<file path="config.mk">
export PLATFORM = sky130hd
export DESIGN_NAME = rsa_modmul
export DESIGN_NICKNAME = d
export VERILOG_FILES = /design/src/hw/rtl/rsa_pkg.sv /design/src/hw/rtl/rsa_modmul.sv
export SDC_FILE = /design/constraint.sdc
export NUM_CORES = 1
export LEC_CHECK = 0
export ABC_AREA = 0
export BUFFER_PORTS_ARGS = -buffer_cell sky130_fd_sc_hd__buf_2
export CORE_MARGIN = 4
export CORE_UTILIZATION = 30
export CTS_CLUSTER_DIAMETER = 120
export DETAILED_ROUTE_END_ITERATION = 6
export PLACE_DENSITY = 0.53
export SLEW_MARGIN = 15
export SYNTH_ARGS = -nofsm -noshare
export SYNTH_HDL_FRONTEND = slang
export SYNTH_SLANG_ARGS = --single-unit
</file>
<file path="constraint.sdc">
create_clock -name clk -period 11.09 [get_ports clk]
set_input_delay 1.109 -clock clk [delete_from_list [all_inputs] [get_ports clk]]
set_output_delay 1.109 -clock clk [all_outputs]
set_load 0.01 [all_outputs]
</file>
<file path="src/hw/rtl/rsa_pkg.sv">
// Package: shared widths, register indexes and reset values for the RSA exponentiation block.
`timescale 1ns / 1ps
package rsa_pkg;
  localparam int MOD_BITS_DEF = 63;
  localparam int REG_W = 63;
  localparam int VAL_W = 63;
  localparam int IDX_W = 2;
  localparam logic [IDX_W-1:0] REG_MODULUS = 2'd0;
  localparam logic [IDX_W-1:0] REG_PUB_EXP = 2'd1;
  localparam logic [IDX_W-1:0] REG_PRV_EXP = 2'd2;
  localparam logic [REG_W-1:0] PUB_EXP_RST = 63'd65537;

  // control from the sequencer: reduction chain start and the current exponent bit
  typedef struct packed {
    logic start;
    logic bit_sel;
  } rsa_ctl_t;
endpackage

</file>
<file path="src/hw/rtl/rsa_modmul.sv">
// Bit-serial modular multiplier: one double-and-add step of acc per cycle.
`timescale 1ns / 1ps
module rsa_modmul #(
  parameter int MOD_BITS = rsa_pkg::MOD_BITS_DEF
) (
  input  logic                clk,
  input  logic                rst_n,
  input  logic                start,
  input  logic [MOD_BITS-1:0] a,
  input  logic [MOD_BITS-1:0] b,
  input  logic [MOD_BITS-1:0] m,
  output logic                done,
  output logic [MOD_BITS-1:0] prod
);
  localparam int CW = $clog2(MOD_BITS + 1);
  logic [MOD_BITS-1:0] acc_r, acc_nxt, b_r;
  logic [CW-1:0]       cnt_r;
  logic                busy_r;
  logic [MOD_BITS:0]   dbl, dred, sum;

  // acc = 2acc mod m, then + a mod m if the top bit of b is set
  always_comb begin
    dbl  = {acc_r, 1'b0};
    dred = (dbl >= {1'b0, m}) ? dbl - {1'b0, m} : dbl;
    sum  = dred + {1'b0, a};
    if (b_r[MOD_BITS-1]) begin
      acc_nxt = (sum >= {1'b0, m}) ? MOD_BITS'(sum - {1'b0, m}) : sum[MOD_BITS-1:0];
    end else begin
      acc_nxt = dred[MOD_BITS-1:0];
    end
  end

  always_ff @(posedge clk) begin
    if (!rst_n) begin
      busy_r <= 1'b0;
      done   <= 1'b0;
      cnt_r  <= '0;
    end else begin
      done <= 1'b0;
      if (start) begin
        busy_r <= 1'b1;
        cnt_r  <= CW'(MOD_BITS);
        acc_r  <= '0;
        b_r    <= b;
      end else if (busy_r) begin
        acc_r <= acc_nxt;
        b_r   <= {b_r[MOD_BITS-2:0], 1'b0};
        cnt_r <= cnt_r - 1'b1;
        if (cnt_r == CW'(1)) begin
          busy_r <= 1'b0;
          done   <= 1'b1;
        end
      end
    end
  end

  assign prod = acc_r;
endmodule

</file>
### Yosys cells after proc, flatten, opt, wreduce, memory -nomap -nowiden

Index checks and enable logic that the tools add are counted.

| storage, ports and cells | value |
|---|---|
| memory bits (writable) | 0 |
| bits in read-only memories | 0 |
| flip-flop bits (word level) | 134 |
| latch bits | 0 |
| memories | 0 |
| output and inout port bits | 64 |

| cells by class | value |
|---|---|
| shifts and indexed selects | 0 |
| muxes and demuxes | 12 |
| $add $sub $neg | 4 |
| equality and inequality tests | 1 |
| multiply operators | 0 |
| magnitude comparators | 2 |
| bitwise operators | 2 |
| reductions and logical operators | 3 |
| div/mod/pow operators | 0 |

Operators by type and width:

| cell | count |
|---|---|
| $mux 63 | 5 |
| $ge 64x63->1 | 2 |
| $add 64x63->64 | 1 |
| $mux 64 | 1 |
| $sub 64x63->64 | 1 |
| $sub 63x63->63 | 1 |
| $mux 6 | 2 |
| $eq 6x1->1 const B | 1 |
| $sub 6x1->6 const B | 1 |
| $mux 1 | 4 |
| $reduce_or 3->1 | 1 |
| $not 1->1 | 2 |
| $reduce_and 2->1 | 1 |
| $reduce_bool 2->1 | 1 |

### Longest topological paths before layout

| logic depth | value |
|---|---|
| word-level depth | 7 |
| gate-level depth with buffers | 40 |
| depth with buffers taken out | 35 |

### Worst setup path after synthesis

No wires, ideal clock.

| path | value |
|---|---|
| kind | input port to flip-flop |
| start | input m[16] |
| end | register acc_r[8] (netlist: prod[8]) (data pin) |
| cell stages on the path | 35 |
| setup time | 0.261 ns |
| slack | 2.068 ns |
| arrival time | 8.762 ns |
| path buffers | 5 |
| path through | inv_1 -> ha_1 -> buf_2 -> nand4_1 -> or4_1 -> a211oi_1 -> a211oi_2 -> a311o_1 -> nand2_1 -> a21o_1 -> buf_1 -> mux2_2 -> ha_1 -> clkbuf_1 -> and3_1 -> nand2_1 -> a2111o_1 -> a2111oi_0 -> nor2_1 -> a31oi_1 -> a21oi_1 -> o21bai_1 -> xor2_1 -> ha_1 -> nand2_1 -> o21ai_0 -> a21oi_1 -> o21ai_0 -> or3_1 -> o211a_1 -> a2111oi_4 -> a21oi_1 -> buf_2 -> buf_4 -> a221o_1 |

| between the ends | value |
|---|---|
| word-level cells in the longest chain between the ends | 7 |
| elaborated cells between the ends (all ways) | 9 |
| classes of those cells | 3 x add/sub; 2 x order compare; 4 x mux |

RTL lines:

| element | RTL line | RTL |
|---|---|---|
| start: declaration | rsa_modmul.sv:11 | `input logic [MOD_BITS-1:0] m,` |
| $sub 64x63->64 / $ge 64x63->1 (equally long branches) | rsa_modmul.sv:24 | `dred = (dbl >= {1'b0, m}) ? dbl - {1'b0, m} : dbl;` |
| $mux 64 | rsa_modmul.sv:24 |  |
| $add 64x63->64 | rsa_modmul.sv:25 | `sum = dred + {1'b0, a};` |
| $ge 64x63->1 / $sub 63x63->63 (equally long branches) | rsa_modmul.sv:27 | `acc_nxt = (sum >= {1'b0, m}) ? MOD_BITS'(sum - {1'b0, m}) : sum[MOD_BITS-1:0];` |
| $mux 63 | rsa_modmul.sv:27 |  |
| $mux 63 * | rsa_modmul.sv:26 | `if (b_r[MOD_BITS-1]) begin` |
| $mux 63 * | rsa_modmul.sv:45 | `end else if (busy_r) begin` |
| end signal: assignment | rsa_modmul.sv:46 | `acc_r <= acc_nxt;` |
| end: declaration | rsa_modmul.sv:16 | `logic [MOD_BITS-1:0] acc_r, acc_nxt, b_r;` |

Every way passes the cells marked *; elsewhere a longest branch is shown, timed or not. The select of a mux whose other input is x is not followed.
A chain may end at the register's enable or synchronous reset.

### Worst setup path in the final report

| path | value |
|---|---|
| start | input m[20] |
| end | register acc_r[15] (netlist: prod[15]) (data pin) |

Same word-level chain as after synthesis.

==> summary.md <==
| Metric | Value |
|---|---|
| Share of synthesized flip-flops with an asynchronous set or reset | `0` |
| Die Footprint | `~0.066 sq mm` |
| Setup-failing EPs final | `0` |
| Congestion Overflow GR | `0` |
| Post-Syn Instances | `2389` |
| Total Routing Usage GR | `0.218` |
| Post-route ant nets | `0` |
| Post-CTS Resized | `0` |
| R2R Path Start | `prod[18]$_SDFFCE_PP0P_` |
| Status | `finished, final reports clean` |
| Final-layout fill cell count | `around 6700` |
| Largest net degree at the start of global routing | `a little under 80` |
| Req. time, crit path | `11.40 ns` |
| Longest Clk Path Bufs | `2` |
| Clock tree root buffer cell | `clkbuf_16` |
| Synth warnings | `0` |
| Initial DRC Count | `1463` |
| Chip height | `257 microns` |
| Period minus WS final | `roughly 11 ns` |
| F_max | `94.0 MHz` |
| Syn_area_per_cell | `7.81 sq um` |
| Setup CP Type | `input port to register` |
| # IOs | `256` |
| Die Width | `approximately 260 microns` |
| Final GP Congestion | `0.964` |
| Avg Vias per Cell | `between 5 and 6` |
| Final net count | `2984` |
| Clk sinks | `134` |
| Predominant post-synthesis flop cell | `edfxtp_1` |
| Tightest Hold Check Type | `register to register` |
| Worst Reg2Reg Path Length in Cells | `35` |
| Layout cells sized above 1 | `0.172` |
| Period Utilization, post-route | `0.959` |
| Final Hold Fails | `0` |
| Cell Area, Synth | `0.0187 sq mm` |
| Synth unique cells | `81` |
| Hold endpoint | `b_r[58]$_DFFE_PP_` |
| Pre-CTS WS | `-0.0193 ns` |
| Reg-to-reg slack, setup | `about 0.75 ns` |
| Residual DRC | `0` |
| Later-pin clock latency in the skew report | `0.47 ns` |
| Met3 WL | `4360 microns` |
| Post-CTS Setup Bufs | `0` |
| Starting Density | `0.303` |
| WHS Path Cells | `1` |
| Met1 wire length | `approximately 31000 microns` |
| WL final | `between 70000 and 80000 microns` |
| First-pass GRT wire length | `113000 microns` |
| Rel. slew slack | `0.229` |
| R2R Path End | `prod[15]$_SDFFCE_PP0P_` |
| Critical Path Sink Type | `register` |
| RSZ-0062 raised after global routing | `no` |
| Syn Nets | `around 2800` |
| Setup WS post-layout | `about 0.45 ns` |
| Final-report max-slew violation count | `0` |
| P&R area growth vs syn | `15.5%` |
| Final Instance Area | `0.0216 sq mm` |
| Worst-path clk slew | `about 0.080 ns` |
| FF/Latch Area | `0.00394 sq mm` |
| CP max-delay cell | `a2111oi_0` |
| CP arrival | `10.95 ns` |
| Initial antenna violation count | `10` |
| Worst-Margin Slew | `1.13 ns` |
| Vias | `19400` |
| Post-synth EDFFs | `126` |
| H-Tree Depth | `4` |
| Site row count | `91` |
| DR WL/cell | `22.0 microns` |
| DR pass1 iterations | `6` |
| Area of the multi-input gates | `0.0138 sq mm` |
| Placed instance area | `0.0210 sq mm` |
| Max cap viols | `0` |
| Number of global-route vias before repair | `18900` |
| CTS tree | `yes` |
| Critical path startpoint category | `input port` |
| Top Layer Used | `met5` |
| CTS buffer count | `17` |
| Worst Path Max Fanout | `19` |
| Clock skew | `about 0.018 ns` |
| Seq/Total Area, Yosys | `0.211` |
| IO Port Bufs | `255` |
| Hold Startpoint | `b_r[57]$_DFFE_PP_` |
| Met2 WL | `36800 microns` |
| Detailed placement HPWL | `62700 microns` |
| Max incr delay on CP | `approximately 0.9 ns` |
| CORE AREA | `0.0617 sq mm` |
| Seq cells post-synth | `roughly 130` |
| Hold bufs inserted after CTS | `0` |
## cells by family after synthesis
family                   count (synthesis)  synth area share
XOR/XNOR                               173            0.0812
multiplexers                            80            0.0477
buffers and inverters                  245            0.0535
AO/OA/AOI/OAI                          836             0.289
adder cells (fa/ha/maj)                194             0.131
flip-flops                             134             0.211
AND/OR/NAND/NOR                        727             0.186
## worst max-delay path: cells and delay by family
family / cells / cell delay, ns
AOI/OAI and AO/OA: 15 / 4.51
xor gates and xnor gates: 1 / 0.24
adders and majority gates: 3 / 1.16
buffers and inverters: 7 / 1.20
muxes: 1 / 0.43
and+or+nand+nor: 10 / 2.26
## synthesized netlist by cell type, types with 12 or more instances
master / count / share of area
o21ai_0: 172 / 0.046
xnor2_1: 106 / 0.050
and3_1: 42 / 0.014
o21a_1: 26 / 0.010
o211ai_1: 21 / 0.0084
and4_1: 12 / 0.0056
xor2_1: 67 / 0.031
a21boi_0: 15 / 0.0060
nand2_1: 279 / 0.056
mux2_2: 72 / 0.043
nand2b_1: 16 / 0.0054
inv_1: 121 / 0.024
a21oi_1: 247 / 0.066
buf_2: 13 / 0.0035
o21bai_1: 46 / 0.018
a21o_1: 99 / 0.040
nor2_1: 126 / 0.025
o31ai_1: 15 / 0.0060
nand4_1: 45 / 0.015
nor2b_1: 20 / 0.0067
edfxtp_1: 126 / 0.20
o311ai_1: 18 / 0.0084
nand3_1: 86 / 0.023
a211oi_1: 33 / 0.013
a31oi_1: 40 / 0.013
nor4_1: 12 / 0.0040
nor3_1: 36 / 0.0097
ha_1: 191 / 0.13
clkbuf_1: 97 / 0.020
## routing by layer
metal	vias up	GRT usage
met5	-	0
met4	16	0.0812
met3	130	0.0385
met2	669	0.381
met1	9224	0.267
li1	9357	-
## cell type report
| type | count | area share |
|---|---|---|
| Antenna cell | 1 | 0.000116 |
| Sequential cell | 134 | 0.183 |
| Clock inverter | 14 | 0.00771 |
| Timing Repair Buffer | 313 | 0.0812 |
| Tap cell | 837 | 0.0485 |
| Inverter | 122 | 0.0212 |
| Multi-Input combinational cell | 2010 | 0.638 |
| Clock buffer | 18 | 0.0199 |
## through the flow
| stage | util | std cells | hold WS [ns] | TNS, ns |
|---|---|---|---|---|
| after global routing | 0.349 | 3448 | 0.555 | 0 |
| after global placement | 0.340 | 3416 | 0.528 | 0 |
| after detailed placement | 0.340 | 3416 | 0.535 | -0.0352 |
| final | 0.350 | 3449 | 0.536 | 0 |
| after floorplan | - | 2389 | 0.525 | 0 |
| after CTS | 0.349 | 3448 | 0.543 | 0 |
## worst max-delay path by stage
stage	start	end	slack, ns	depth (start not counted)
2_1_floorplan	m[16]	prod[8]$_SDFFCE_PP0P_	2.07	35
3_3_place_gp	m[20]	prod[15]$_SDFFCE_PP0P_	0.14	36
3_5_place_dp	m[20]	prod[15]$_SDFFCE_PP0P_	-0.02	37
4_1_cts	m[19]	prod[15]$_SDFFCE_PP0P_	0.45	37
5_1_grt	m[19]	prod[15]$_SDFFCE_PP0P_	0.06	35
6_report	m[20]	prod[15]$_SDFFCE_PP0P_	0.45	37
## layout by cell type, fill, tap and decap left out, types with 56 or more instances in the layout
master / count
a21oi_1: 245
o21ai_0: 172
edfxtp_1: 126
inv_1: 121
mux2_2: 72
xor2_1: 67
nand3_1: 86
buf_4: 56
nor2_1: 124
a21o_1: 98
xnor2_1: 106
buf_2: 254
ha_1: 191
nand2_1: 279
## sequential cells by signal (all words and copies together), names as in the netlist
name	count
b_r	63
busy_r	1
cnt_r	6
done	1
prod	63
Power is not shown: default switching activity piles up to over one toggle a cycle in this logic, so the estimate is an artifact.
